## src/hdl/tks_pkg.sv

```systemverilog
`default_nettype none

package tks_pkg;

   localparam int NODE_COUNT    = 256;
   localparam int ALPHABET_SIZE = 256;
   localparam int NODE_W        = $clog2(NODE_COUNT);
   localparam int CHAR_W        = $clog2(ALPHABET_SIZE);
   localparam int ADDR_W        = NODE_W + CHAR_W;
   localparam int TABLE_DEPTH   = NODE_COUNT * ALPHABET_SIZE;
   localparam int ENTRY_W       = NODE_W + 1;
   localparam int USED_W        = NODE_W + 1;
   localparam int CNT_W         = 16;
   localparam int MATCH_NODE_W  = 8;

   localparam logic [CNT_W-1:0]  CNT_MAX       = '1;
   localparam logic [CHAR_W-1:0] END_LOOKAHEAD = 8'h20;

   localparam int CMD_DEPTH = 2;
   localparam int CMD_PTR_W = $clog2(CMD_DEPTH);
   localparam int CMD_CNT_W = $clog2(CMD_DEPTH + 1);
   localparam int RSP_DEPTH = 4;
   localparam int RSP_PTR_W = $clog2(RSP_DEPTH);
   localparam int RSP_CNT_W = $clog2(RSP_DEPTH + 1);

   typedef enum logic {
      REQ_INSERT = 1'b0,
      REQ_SCAN   = 1'b1
   } req_kind_type;

   typedef enum logic [1:0] {
      KIND_MATCH    = 2'd0,
      KIND_DONE     = 2'd1,
      KIND_OVERFLOW = 2'd2
   } result_kind_type;

   typedef enum logic [2:0] {
      ST_CLEAR,
      ST_IDLE,
      ST_EXEC,
      ST_ROOT,
      ST_EMIT
   } state_type;

   typedef struct packed {
      req_kind_type      op;
      logic [CHAR_W-1:0] chr;
      logic              alnum;
      logic              last;
   } cmd_type;

   typedef struct packed {
      logic              fin;
      logic [NODE_W-1:0] node;
   } entry_type;

   typedef struct packed {
      result_kind_type         kind;
      logic [MATCH_NODE_W-1:0] node;
      logic [CNT_W-1:0]        total;
      logic                    last;
   } rsp_type;

   function automatic logic [CHAR_W-1:0] fold(input logic [CHAR_W-1:0] c);
      logic [CHAR_W-1:0] r;
      r = c;
      if (c >= 8'h41 && c <= 8'h5a) begin
         r = c + 8'h20;
      end
      return r;
   endfunction

   function automatic logic is_alnum(input logic [CHAR_W-1:0] c);
      return (c >= 8'h30 && c <= 8'h39) || (c >= 8'h61 && c <= 8'h7a) ||
             (c >= 8'h41 && c <= 8'h5a);
   endfunction

endpackage

`default_nettype wire

```

## src/hdl/tks_rsp_queue.sv

```systemverilog
`default_nettype none

module tks_rsp_queue (
   input  wire logic             clock,
   input  wire logic             reset,
   input  wire logic             rsp_push,
   input  wire tks_pkg::rsp_type rsp,
   output logic                  rsp_full,
   output logic                  empty,
   input  wire logic             pop,
   output tks_pkg::rsp_type      head
);

   import tks_pkg::*;

   rsp_type              q_ff [RSP_DEPTH];
   logic [RSP_PTR_W-1:0] wr_ptr_ff, wr_ptr_in;
   logic [RSP_PTR_W-1:0] rd_ptr_ff, rd_ptr_in;
   logic [RSP_CNT_W-1:0] count_ff, count_in;
   logic                 do_push;
   logic                 do_pop;

   assign rsp_full = (count_ff == RSP_CNT_W'(RSP_DEPTH));
   assign empty    = (count_ff == '0);
   assign head     = q_ff[rd_ptr_ff];
   assign do_push  = rsp_push && !rsp_full;
   assign do_pop   = pop && !empty;

   always_comb begin
      wr_ptr_in = do_push ? wr_ptr_ff + 1'b1 : wr_ptr_ff;
      rd_ptr_in = do_pop ? rd_ptr_ff + 1'b1 : rd_ptr_ff;
      count_in  = count_ff;
      if (do_push && !do_pop) begin
         count_in = count_ff + 1'b1;
      end else if (do_pop && !do_push) begin
         count_in = count_ff - 1'b1;
      end
   end

   always_ff @(posedge clock) begin
      if (reset) begin
         wr_ptr_ff <= '0;
         rd_ptr_ff <= '0;
         count_ff  <= '0;
      end else begin
         wr_ptr_ff <= wr_ptr_in;
         rd_ptr_ff <= rd_ptr_in;
         count_ff  <= count_in;
      end
   end

   always_ff @(posedge clock) begin
      if (do_push) begin
         q_ff[wr_ptr_ff] <= rsp;
      end
   end

endmodule

`default_nettype wire

```

## config.mk

```make
export PLATFORM = sky130hd
export DESIGN_NAME = tks_rsp_queue
export DESIGN_NICKNAME = d
export VERILOG_FILES = /design/src/hdl/tks_pkg.sv /design/src/hdl/tks_rsp_queue.sv
export SDC_FILE = /design/constraint.sdc
export NUM_CORES = 1
export LEC_CHECK = 0
export ABC_AREA = 0
export BUFFER_PORTS_ARGS = -buffer_cell sky130_fd_sc_hd__buf_4
export CAP_MARGIN = 25
export CORE_AREA = 2 2 108 110
export CTS_CLUSTER_DIAMETER = 50
export DETAILED_ROUTE_END_ITERATION = 8
export DIE_AREA = 0 0 110 112
export SLEW_MARGIN = 20
export SYNTH_ARGS = -nofsm -noshare
export SYNTH_HDL_FRONTEND = slang
export SYNTH_SLANG_ARGS = --single-unit
```

## constraint.sdc

```tcl
create_clock -name clock -period 4.2 [get_ports clock]
set_input_delay 0.42 -clock clock [delete_from_list [all_inputs] [get_ports clock]]
set_output_delay 0.42 -clock clock [all_outputs]
set_load 0.02 [all_outputs]
```

# Word level (Yosys, flattened, before mapping)
# Memories as Yosys holds them, arrays and structs flattened. A register that Yosys moved wholly into a read port is not among the register bits.
# Index checks and enable logic that the tools add are counted.
[word_totals] register_bits=7 mem_bits_rw=108 in_bits=31 out_inout_bits=29 elab_cells=25 mem_count=1
[classes] n_addsub=4 n_eq_ne=1 mux=6 n_reduce_logical=10
[mem_list] name="q_ff" depth=4 width=27 read_ports=1 rd_clocked_by_memory_dff=1 wr=1 line="tks_rsp_queue.sv:16" text="rsp_type q_ff [RSP_DEPTH];"
[op_table] cell="$mux W3" n=2
[op_table] cell="$add A2 B1 Y2 const B" n=2
[op_table] cell="$logic_and A1 B1 Y1" n=4
[op_table] cell="$logic_not A1 Y1" n=4
[op_table] cell="$mux W2" n=2
[op_table] cell="$add A3 B1 Y3 const B" n=1
[op_table] cell="$eq A3 B3 Y1 const B" n=1
[op_table] cell="$logic_not A3 Y1" n=1
[op_table] cell="$sub A3 B1 Y3 const B" n=1
[op_table] cell="$mux W1" n=2
[op_table] cell="$reduce_bool A2 Y1" n=1

# Depth between registers and ports, before layout
[depth] depth_word=7 ltp_mapped=8 ltp_nobuf=8

# Worst setup path before layout
# Ideal clock, no wire load.
[synth_timing] path_kind="register -> register" startpoint="register count_ff[0]" endpoint="register count_ff[2]" arrival_time_ps=1944 t_required_ps=4130 slack_ps=2186 path_stages_with_launch=9 period_less_slack_ps=2014 path_cell_list="dfxtp_1 > nor3b_2 > nor2_2 > ha_1 > inv_1 > fa_1 > xor2_1 > or3_1 > a21oi_1"
[synth_via] elab_chain_cells=6 word_cells_on_any_way=15 cone_classes="add/sub: 2; eq/ne: 1; mux: 2; reduce/logical: 10"
[synth_lines] item="start: declaration" line="tks_rsp_queue.sv:19" text="logic [RSP_CNT_W-1:0] count_ff, count_in;"
[synth_lines] item="start signal: assignment" line="tks_rsp_queue.sv:48" text="count_ff <= count_in;"
[synth_lines] item="$eq A3 B3 Y1 *" line="tks_rsp_queue.sv:23" text="assign rsp_full = (count_ff == RSP_CNT_W'(RSP_DEPTH));"
[synth_lines] item="named net rsp_full" line="tks_rsp_queue.sv:8" text="output logic rsp_full,"
[synth_lines] item="$logic_not A1 Y1 *" line="tks_rsp_queue.sv:26" text="assign do_push = rsp_push && !rsp_full;"
[synth_lines] item="$logic_and A1 B1 Y1 *" line="tks_rsp_queue.sv:26"
[synth_lines] item="named net do_push" line="tks_rsp_queue.sv:20" text="logic do_push;"
[synth_lines] item="$logic_not A1 Y1" line="tks_rsp_queue.sv:35" text="end else if (do_pop && !do_push) begin"
[synth_lines] item="$logic_and A1 B1 Y1" line="tks_rsp_queue.sv:35"
[synth_lines] item="$reduce_bool A2 Y1 (no source line)"
# Mark *: on every way through the listed nets, which the timed path passes. The rest lies on a longest branch. The select of a mux whose other input is x is not followed.
# A chain may end at the register's enable or synchronous reset.

==> impl_metrics.ini <==
[power]
comb_power_share_pct = 22.3
swShare_pct = 26.1
p_per_area_nw_per_um2 = 697
total_power_uw = 3920
p_sw_uw = 1020
p_int_uw = 2900
total_leakage_power_uw = 0.00195
clock_power_share_pct = 39.9
seq_power_share_pct = 37.8
vdd_ir_drop_max_uv = 359

[cells_and_area]
multi_input_comb_area_um2 = 885
drive_gt1_share_pct = 46.2
fill_cells = 890
nets = 299
area_delta_synth_final_pct = 28.3
n_antenna_cell = 0
layout.area.seq_um2 = 3420

[logic_synthesis]
ys_ff_latch = 117
synthFlopType = edfxtp_1
synth_area_um2 = 4390
synthArstFlopShare_pct = 0
synth_top_family_by_area = multiplexers
synth_edf_count = 108
syn_area_per_cell_um2 = 23.2
syn_nets = 226
synthDistinctLibCells = 23
synthSimpleGateAreaFrac_pct = 2.11
synthAdderAreaFrac_pct = 1.88
synthMuxAreaShare_pct = 14.3
synth_xor_area_share_pct = 0.798
synth_compound_area_share_pct = 0.941
syn_inst = 189
ys_seq_area_share_pct = 78.0
yosys_warnings = 0

[clock_tree]
postCtsSetupRepairBufs = 0
clkLatencyLatePin_ps = 400
cts_tree = done
cts.sinks = 117
clk_pin_slew_ps = 60
cts_made_buffers = 17
cts_max_level = 4
clock_path_buffers = 2
root_buffer = clkbuf_16
cts_hold_buf = 0
cts.repair.resized = 0

[timing]
period_share_pct = 57.1
fin_setup_tns_ps = 0
drv_slew = 0
post-route-min-period_ps = 2400
rsz0062_at_grt = no
worst_pin_slew_ps = 769
slew_headroom_pct = 48.7
finalHoldViolations = 0
skew_ps = 7.98
setup_viol = 0
fmax_mhz = 417

[grt]
grt_max_degree = 28
grtUsageTotal_pct = 13.4
grt_pass1_vias = 2196
grt_pass1_wl_um = 11600
antenna_found_initial = 0
overflow = 0

[worst_hold_path]
hp-class = in2reg

[critical_path]
cp-end-kind = output port
worstSetupPathType = reg2out
cp.arrival_ps = 1980
cp.required_ps = 3780
setup.worst_path.start_class = flop
critPathMaxFanout = 17

[floorplan]
boundaryPins = 60
fp.coreArea_um2 = 11200
start_util_pct = 39.3
rows = 39
die_h_um = 112
die_width_um = 110
die_area_um2 = 12300

[placement]
portBuffers = 59
place_congestion = 0.669
dp_hpwl_um = 4370

[detailed_routing]
drtIter0Drc = 148
drcViolationCount = 0
vias = 2056
wl_per_cell_um = 17.8
routed_wl_um = 7460
antenna_left = 0
drt_first_pass_iters = 4
via_per_inst = 4.92

[outcome]
run_status = finished clean

[flow_run]
drv_cap = 0
==> cells by family (layout without fill, tap and decap cells) <==
group                      count (synthesis)  count (layout)
xor gates and xnor gates                   4               4
DFF                                      117             117
AOI/OAI and AO/OA                          6               6
adders and majority gates                  6               6
buffers and inverters                     11              97
and+or+nand+nor                           16              16
muxes                                     29              29
==> state kept, by name, indices dropped and copies added (netlist names), named ones only <==
name and cells:
rd_ptr_ff 2, q_ff 108, count_ff 3, wr_ptr_ff 2
==> synth_stat cells (all sizes together) (2+ instances only) <==
cell type / instances / area share, %
mux4: 27 / 14
nor2: 6 / 0.57
buf: 6 / 1.5
a21oi: 2 / 0.23
ha: 5 / 1.4
edfxtp: 108 / 74
and2: 4 / 0.57
inv: 4 / 0.34
mux2i: 2 / 0.46
xor2: 4 / 0.80
o21ai: 2 / 0.23
dfxtp: 9 / 4.1
nand2b: 2 / 0.29
or3: 2 / 0.29
==> worst max-delay path, stage by stage (launching register included) <==
cell and delay, ps:
dfxtp_2 590, buf_12 250, mux4_2 550, buf_4 180
==> through the flow <==
stage                     hold slack (ps)  setup slack, ps  cell area, µm²  std cells  util (%)
final                                 213             1800            5630        418      50.4
after detailed placement              514             2020            4970        386      44.5
after global placement                505             1900            4950        385      44.3
after global routing                  195             1660            5630        418      50.4
after CTS                             199             1740            5630        418      50.4
after floorplan                       482             2190            4390        189         -
==> layer usage <==
layer	GRT usage, %	vias up	share of wire, %
met5	0	-	0
met4	5.32	0	0.70
met3	5.50	7	6.1
met2	20.0	54	49
met1	17.5	1065	44
li1	-	930	-
==> power by group through the flow <==
| stage | clock network (µW) | logic (µW) | registers (µW) |
|---|---|---|---|
| after global placement | 0 | 820 | 1550 |
| after detailed placement | 0 | 894 | 1510 |
| after CTS | 1590 | 896 | 1490 |
| after floorplan | 0 | 631 | 1470 |
| after global routing | 1660 | 944 | 1500 |
| final | 1570 | 873 | 1480 |
==> placed cells by master (no fill, tap or decap) <==
master      synthesis  routed
dfxtp_2             0       1
fa_1                1       1
nand2b_1            2       2
a21oi_1             2       2
clkinv_1            0       1
o31ai_2             1       1
clkinv_4            0       4
inv_6               0       2
nor2_1              5       5
or3_1               2       2
clkbuf_16           0      17
ha_1                5       5
bufinv_16           0       5
buf_12              2       1
mux2i_1             2       2
dfxtp_1             9       8
and2_2              0       4
clkinvlp_4          0       3
nor2_2              1       1
xor2_1              4       4
nor3_1              1       1
edfxtp_1          108     108
o311ai_1            1       1
inv_1               4       4
mux4_2             27      27
buf_4               0      60
o21ai_0             2       2
nor3b_2             1       1
==> final timing paths <==
kind | from | endpoint | slack (ps) | cells after the start
setup / recovery | flop | head[16] | 1800 | 3
hold / removal | rsp[17] | q_ff[1][17] | 210 | 1
setup reg to reg | count_ff[0] | count_ff[2] | 2010 | 8
hold reg to reg | wr_ptr_ff[1] | wr_ptr_ff[1] | 520 | 2
==> layout make-up <==
cell class	count	share of cell area, %
clock buffers	17	7.56
clock inverters	15	4.07
inverters	4	0.267
multi-input cells	61	15.7
flip-flops and latches	117	60.8
well taps	143	3.18
repair buffers	61	8.36
Note: power is estimated with default switching activity, not from simulation.
