$ cat src/hdl/tks_pkg.sv
`default_nettype none

package tks_pkg;

   localparam int NODE_COUNT    = 256;
   localparam int ALPHABET_SIZE = 256;
   localparam int NODE_W        = $clog2(NODE_COUNT);
   localparam int CHAR_W        = $clog2(ALPHABET_SIZE);
   localparam int ADDR_W        = NODE_W + CHAR_W;
   localparam int TABLE_DEPTH   = NODE_COUNT * ALPHABET_SIZE;
   localparam int ENTRY_W       = NODE_W + 1;
   localparam int USED_W        = NODE_W + 1;
   localparam int CNT_W         = 16;
   localparam int MATCH_NODE_W  = 8;

   localparam logic [CNT_W-1:0]  CNT_MAX       = '1;
   localparam logic [CHAR_W-1:0] END_LOOKAHEAD = 8'h20;

   localparam int CMD_DEPTH = 2;
   localparam int CMD_PTR_W = $clog2(CMD_DEPTH);
   localparam int CMD_CNT_W = $clog2(CMD_DEPTH + 1);
   localparam int RSP_DEPTH = 4;
   localparam int RSP_PTR_W = $clog2(RSP_DEPTH);
   localparam int RSP_CNT_W = $clog2(RSP_DEPTH + 1);

   typedef enum logic {
      REQ_INSERT = 1'b0,
      REQ_SCAN   = 1'b1
   } req_kind_type;

   typedef enum logic [1:0] {
      KIND_MATCH    = 2'd0,
      KIND_DONE     = 2'd1,
      KIND_OVERFLOW = 2'd2
   } result_kind_type;

   typedef enum logic [2:0] {
      ST_CLEAR,
      ST_IDLE,
      ST_EXEC,
      ST_ROOT,
      ST_EMIT
   } state_type;

   typedef struct packed {
      req_kind_type      op;
      logic [CHAR_W-1:0] chr;
      logic              alnum;
      logic              last;
   } cmd_type;

   typedef struct packed {
      logic              fin;
      logic [NODE_W-1:0] node;
   } entry_type;

   typedef struct packed {
      result_kind_type         kind;
      logic [MATCH_NODE_W-1:0] node;
      logic [CNT_W-1:0]        total;
      logic                    last;
   } rsp_type;

   function automatic logic [CHAR_W-1:0] fold(input logic [CHAR_W-1:0] c);
      logic [CHAR_W-1:0] r;
      r = c;
      if (c >= 8'h41 && c <= 8'h5a) begin
         r = c + 8'h20;
      end
      return r;
   endfunction

   function automatic logic is_alnum(input logic [CHAR_W-1:0] c);
      return (c >= 8'h30 && c <= 8'h39) || (c >= 8'h61 && c <= 8'h7a) ||
             (c >= 8'h41 && c <= 8'h5a);
   endfunction

endpackage

`default_nettype wire

$ cat src/hdl/tks_front.sv
`default_nettype none

module tks_front (
   input  wire logic                      clock,
   input  wire logic                      reset,
   input  wire logic                      push,
   output logic                           full,
   input  wire logic                      req_type,
   input  wire logic [7:0]                req_char_byte,
   input  wire logic                      req_end_flag,
   input  wire logic                      clearing,
   output tks_pkg::cmd_type               cmd,
   output logic                           cmd_valid,
   input  wire logic                      cmd_pop
);

   import tks_pkg::*;

   cmd_type              new_cmd;
   cmd_type              q_ff [CMD_DEPTH];
   logic [CMD_PTR_W-1:0] wr_ptr_ff, wr_ptr_in;
   logic [CMD_PTR_W-1:0] rd_ptr_ff, rd_ptr_in;
   logic [CMD_CNT_W-1:0] count_ff, count_in;
   logic                 do_push;
   logic                 do_pop;

   // classify the incoming transaction
   always_comb begin
      new_cmd.op    = req_kind_type'(req_type);
      new_cmd.chr   = fold(req_char_byte);
      new_cmd.alnum = is_alnum(req_char_byte);
      new_cmd.last  = req_end_flag;
   end

   assign full      = (count_ff == CMD_CNT_W'(CMD_DEPTH)) || clearing;
   assign cmd_valid = (count_ff != '0);
   assign cmd       = q_ff[rd_ptr_ff];
   assign do_push   = push && !full;
   assign do_pop    = cmd_pop && cmd_valid;

   always_comb begin
      wr_ptr_in = do_push ? wr_ptr_ff + 1'b1 : wr_ptr_ff;
      rd_ptr_in = do_pop ? rd_ptr_ff + 1'b1 : rd_ptr_ff;
      count_in  = count_ff;
      if (do_push && !do_pop) begin
         count_in = count_ff + 1'b1;
      end else if (do_pop && !do_push) begin
         count_in = count_ff - 1'b1;
      end
   end

   always_ff @(posedge clock) begin
      if (reset) begin
         wr_ptr_ff <= '0;
         rd_ptr_ff <= '0;
         count_ff  <= '0;
      end else begin
         wr_ptr_ff <= wr_ptr_in;
         rd_ptr_ff <= rd_ptr_in;
         count_ff  <= count_in;
      end
   end

   always_ff @(posedge clock) begin
      if (do_push) begin
         q_ff[wr_ptr_ff] <= new_cmd;
      end
   end

endmodule

`default_nettype wire

$ cat config.mk
export PLATFORM = sky130hd
export DESIGN_NAME = tks_front
export DESIGN_NICKNAME = d
export VERILOG_FILES = /design/src/hdl/tks_pkg.sv /design/src/hdl/tks_front.sv
export SDC_FILE = /design/constraint.sdc
export NUM_CORES = 1
export LEC_CHECK = 0
export BUFFER_PORTS_ARGS = -buffer_cell sky130_fd_sc_hd__buf_2
export CAP_MARGIN = 20
export CORE_MARGIN = 8
export CORE_UTILIZATION = 52
export DETAILED_ROUTE_END_ITERATION = 12
export PLACE_DENSITY = 0.77
export SETUP_SLACK_MARGIN = 0.5
export SLEW_MARGIN = 30
export SYNTH_ARGS = -nofsm -noshare
export SYNTH_HDL_FRONTEND = slang
export SYNTH_SLANG_ARGS = --single-unit
$ cat constraint.sdc
create_clock -name clock -period 2.6 [get_ports clock]
set_clock_uncertainty 0.05 [all_clocks]
set_input_delay 0.13 -clock clock [delete_from_list [all_inputs] [get_ports clock]]
set_output_delay 0.13 -clock clock [all_outputs]
set_load 0.05 [all_outputs]
# Yosys cells after proc, flatten, opt, wreduce, memory -nomap -nowiden
# Memory sizes are Yosys's and may differ from the RTL's. A register that Yosys moved wholly into a read port is not among the register bits.
# Index checks and enable logic that the tools add are counted.
# word_totals
ff_bits	4
mem_bits_rw	22
input_bits	15
output_inout_bits	13
wordCells	38
memories	1
# mem_list
name	words	width	rd	rd_clocked_by_memory_dff	write_ports	line	text
q_ff	2	11	1	1	1	tks_front.sv:20	cmd_type q_ff [CMD_DEPTH];
# op_classes
n_addsub	5
magnitude_cmp	6
eq_ne	1
n_mux	7
reduce_logical	15
# ops
op	count
greater-or-equal comparator 8 x 7 -> 1 bit, second input constant	2
<= comparator 8 x 7 -> 1 bit, second input constant	2
adder 8 x 6 -> 8 bit, second input constant	1
greater-or-equal comparator 8 x 6 -> 1 bit, second input constant	1
<= comparator 8 x 6 -> 1 bit, second input constant	1
two-way mux 8 bit	1
logical AND 1 bit	7
two-way mux 1 bit	4
two-way mux 2 bit	2
nonzero test 2 bit	2
zero test 1 bit	3
logical OR 1 bit	3
adder 1 bit, second input constant	2
adder 2 x 1 -> 2 bit, second input constant	1
equality test 2 bit, second input constant	1
subtractor 2 x 1 -> 2 bit, second input constant	1

# Longest topological paths before layout
# depth
depth_word	8
depth_mapped	6
ltp_nobuf	6

# Worst setup path after synthesis
# Ideal clock, no wire load.
# synth_timing
path_kind	reg-to-reg
from	register count_ff[0]
to	memory q_ff[0][0] in the netlist's numbering, enable pin
setup_time_ns	0.393
t_arrival_ns	1.645
required_time_ns	2.157
setup_slack_ns	0.512
path_stages_with_launch	5
n_path_buf	0
synth_period_minus_slack_ns	2.088
cell_sequence	dfxtp_1 -> inv_1 -> a21oi_1 -> inv_1 -> nor3_1
# synth_via
elab_chain_len	6
# synth_lines
element	line	text
from (decl)	tks_front.sv:23	logic [CMD_CNT_W-1:0] count_ff, count_in;
from (signal assigned)	tks_front.sv:60	count_ff <= count_in;
equality test 2 bit	tks_front.sv:35	assign full = (count_ff == CMD_CNT_W'(CMD_DEPTH)) || clearing;
logical OR 1 bit	tks_front.sv:35	
net full	tks_front.sv:7	output logic full,
zero test 1 bit	tks_front.sv:38	assign do_push = push && !full;
logical AND 1 bit	tks_front.sv:38	
two-way mux 1 bit	tks_front.sv:65	if (do_push) begin
two-way mux 1 bit (not written as such)	tks_front.sv:66	q_ff[wr_ptr_ff] <= new_cmd;
to (decl)	tks_front.sv:20	
# The timed path passes the listed nets, and every way through them passes these cells.

# Final worst setup path
# layout_timing
from	register count_ff[0]
to	memory q_ff[1][0] in the netlist's numbering, enable pin
# layout_via
elab_chain_len	6
# layout_lines
element	line	text
equality test 2 bit	tks_front.sv:35	
logical OR 1 bit	tks_front.sv:35	
zero test 1 bit	tks_front.sv:38	
logical AND 1 bit	tks_front.sv:38	
net do_push	tks_front.sv:24	logic do_push;
two-way mux 1 bit	tks_front.sv:65	
two-way mux 1 bit (not written as such)	tks_front.sv:66	
# The timed path passes the listed nets, and every way through them passes these cells.

==> run summary <==
wire length reported by the detailed router: 2.32 mm
FF/Latch Area: 761 sq um
remaining global-route overflow: 0
Pre-antenna DRT Iters: 4
standard cell area after detailed placement: 1390 sq um
width of the die: 64.3 microns
RSZ-0062 raised after global routing: false
Placement Rows: 17
Yosys warnings: 0
via count of the routed design: 828
CTS tree: done
start-to-end type of the worst setup path: reg2reg
vias in the first global route: 868
largest net degree at the start of global routing: 15
cell with the largest stage delay on the worst path: and2_1
core area: 2210 sq um
clock period minus final worst setup slack: 1.84 ns
dominant combinational cell family by area after synthesis: compound AO/OA/AOI/OAI gates
combinational fraction of design power: 0.411
CP Data Arrival Time: 1.76 ns
post_cts resized: 0
share of the synthesized netlist area taken by xor and xnor gates: 0.0288
worst-path cell chain: inv_1 > a211oi_1 > and2_1
first-pass GRT wire length: 3.75 mm
area of the multi-input gates: 428 sq um
Routed Antenna Nets: 0
number of DRC violations after detailed-routing iteration 0: 32
setup violators final: 0
number of buffers inserted for hold repair after clock tree synthesis: 4
depth of the CTS H-tree: 1
I/O Pins: 28
# Max-Cap Violations: 0
final hold violation count: 0
compound-cell area share of the yosys netlist: 0.110
Synthesized Nets: 105
cell family contributing the most delay on the critical path: simple AND/OR/NAND/NOR gates
maximum net fanout on the critical path: 11
multiplexer share of the synthesized area: 0.102
capturing element type of the critical path: register
fraction of post-synthesis cell area in the top cell type by area: 0.544
# port buffers: 27
number of flip-flops and latches in the synthesized netlist: 27
switching part of the total: 0.412
proportion of power drawn by flip-flops and latches: 0.449
power density normalized to cell area: 890 nW/um^2
required time reported for the critical path endpoint: 2.53 ns
buffering stage count on the worst path with inverters included: 1
CTS Root Buffer Type: clkbuf_4
filler instances: 181
Post-Syn Area per Cell: 14.0 sq um
clock tree buffer depth: 2
Clk network pwr share: 0.139
DRC viols: 0
Least-Margin Pin Slew: 0.536 ns
worst path setup slack after routing: 0.761 ns
switching power summed over all nets: 534 uW
Critical Path Source Type: register
number of library cell types mapped by synthesis: 31
highest clock rate: 544 MHz
share of the yosys chip area belonging to registers: 0.626
adder and majority cell fraction of the synthesized area: 0.0309
peak supply drop: 931 uV
total number of nets in the final design: 141
Total Die Area: 4140 sq um
area overhead of the layout relative to synthesis: 19.8%
total count of max-transition violations in the final report: 0
worst slew margin relative to its limit: 0.643
antenna violations before repair: 0
die boundary height: 64.3 microns
final instance area: 1460 sq um
portion of the clock cycle consumed by the worst path in the final layout: 0.707
fraction of final layout cells with drive strength greater than 1: 0.385
clock slew at reported path FFs: 0.14 ns
antenna diode instance count: 0
leakage dissipation: 0.000569 uW
detailed-route wire length per cell: 15.5 microns
Vias per Instance: 5.52
setup_tns: 0 ns
number of buffers added by the clock tree synthesis step: 3
internal power: 761 uW
Hold Path Class: in2reg
clk_lat worst skew: 0.32 ns
outcome: completed
count of buffers added by post-CTS timing repair for setup: 0
final weighted congestion in routability-driven placement: 0.846
Cell Area, Synth: 1210 sq um
top cells by area in the synthesized netlist: edfxtp_1 (54%), mux2_2 (10%), dfxtp_1 (8.2%)
global-route total usage across every layer: 0.114
effective utilization at floorplan: 0.549
Slowest Stage Delay on Critical Path: 0.54 ns
half-perimeter wire length after detailed placement: 1.67 mm
number of clock sinks: 27
pre-CTS worst setup slack: 0.762 ns
fraction of the mapped netlist area in simple logic gates: 0.0803
Synth Instances: 87
cell type with the highest aggregate area in the netlist: edfxtp_1
## cell type report
cell class | count | share of cell area
Multi-Input combinational cell | 53 | 0.294
Clock buffer | 4 | 0.0181
Timing Repair Buffer | 32 | 0.126
Tap cell | 28 | 0.0241
Sequential cell | 27 | 0.523
Inverter | 6 | 0.0155
## registers in the layout, indices dropped and copies added (netlist names), named ones only
signal,count
q_ff,22
count_ff,2
rd_ptr_ff,1
wr_ptr_ff,1
## worst paths after layout
| path | start | to | slack (ns) | depth (start not counted) |
|---|---|---|---|---|
| setup / recovery | count_ff[0]$_SDFFE_PP0P_ | q_ff[1][0]$_DFFE_PP_ | 0.76 | 3 |
| hold / removal | req_char_byte[1] | q_ff[1][3]$_DFFE_PP_ | 0.02 | 1 |
| setup reg to reg | count_ff[0]$_SDFFE_PP0P_ | q_ff[1][0]$_DFFE_PP_ | 0.76 | 3 |
| hold reg to reg | count_ff[1]$_SDFFE_PP0P_ | count_ff[1]$_SDFFE_PP0P_ | 0.47 | 2 |
## synthesized netlist by cell type
cell type,count
a2111oi_2,1
nor2_1,4
or2_2,1
nand2b_1,1
ha_1,3
xnor2_1,1
a2111oi_0,1
inv_1,6
a41o_1,1
edfxtp_1,22
clkbuf_1,1
a211oi_1,1
a31oi_1,1
o2111ai_1,1
a221oi_2,1
mux2_2,11
xor2_1,3
nand2_1,4
or3_1,2
a21o_1,1
or4_1,1
nor2_2,1
o2111a_1,1
o21ai_0,4
and2_1,1
or3_4,1
dfxtp_1,5
a21oi_1,3
nand4_1,1
nor3_1,1
o22a_1,1
## per-stage QoR
stage               total power [uW]  instances   util  hold slack [ns]
floorplan                       1000         87      -            0.149
global placement                1110        142  0.628            0.270
detailed placement              1120        142  0.628            0.276
CTS                             1310        150  0.658           0.0117
global route                    1350        150  0.658          0.00543
finish                          1290        150  0.658           0.0166
## logic make-up (layout without fill, tap and decap cells)
group           Yosys count  count (layout)
xor+xnor                  4               4
compound gates           17              17
fa+ha+maj                 3               3
buf+inv                   7              42
flops                    27              27
mux                      11              11
simple gates             18              18
## power by group through the flow
stage	clock network (uW)	registers [uW]	logic [uW]
6_report	180	582	533
5_1_grt	194	589	568
4_1_cts	185	583	538
3_5_place_dp	0	593	531
3_3_place_gp	0	589	522
2_1_floorplan	0	563	441
## routing by layer
layer	global-route usage	vias to the layer above	wire, microns
met2	0.196	35	1140
met3	0.0331	4	113
met5	0	-	0
li1	-	404	-
met4	0.0736	0	52
met1	0.119	385	1010
## layout by cell type, fill, tap and decap left out, types with 4 or more instances in the layout
cell type,n
buf_2,27
edfxtp_1,22
mux2_2,11
inv_1,6
dfxtp_1,5
nand2_1,4
o21ai_0,4
nor2_1,4
dlygate4sd3_1,4
(Power assumes the default switching activity.)
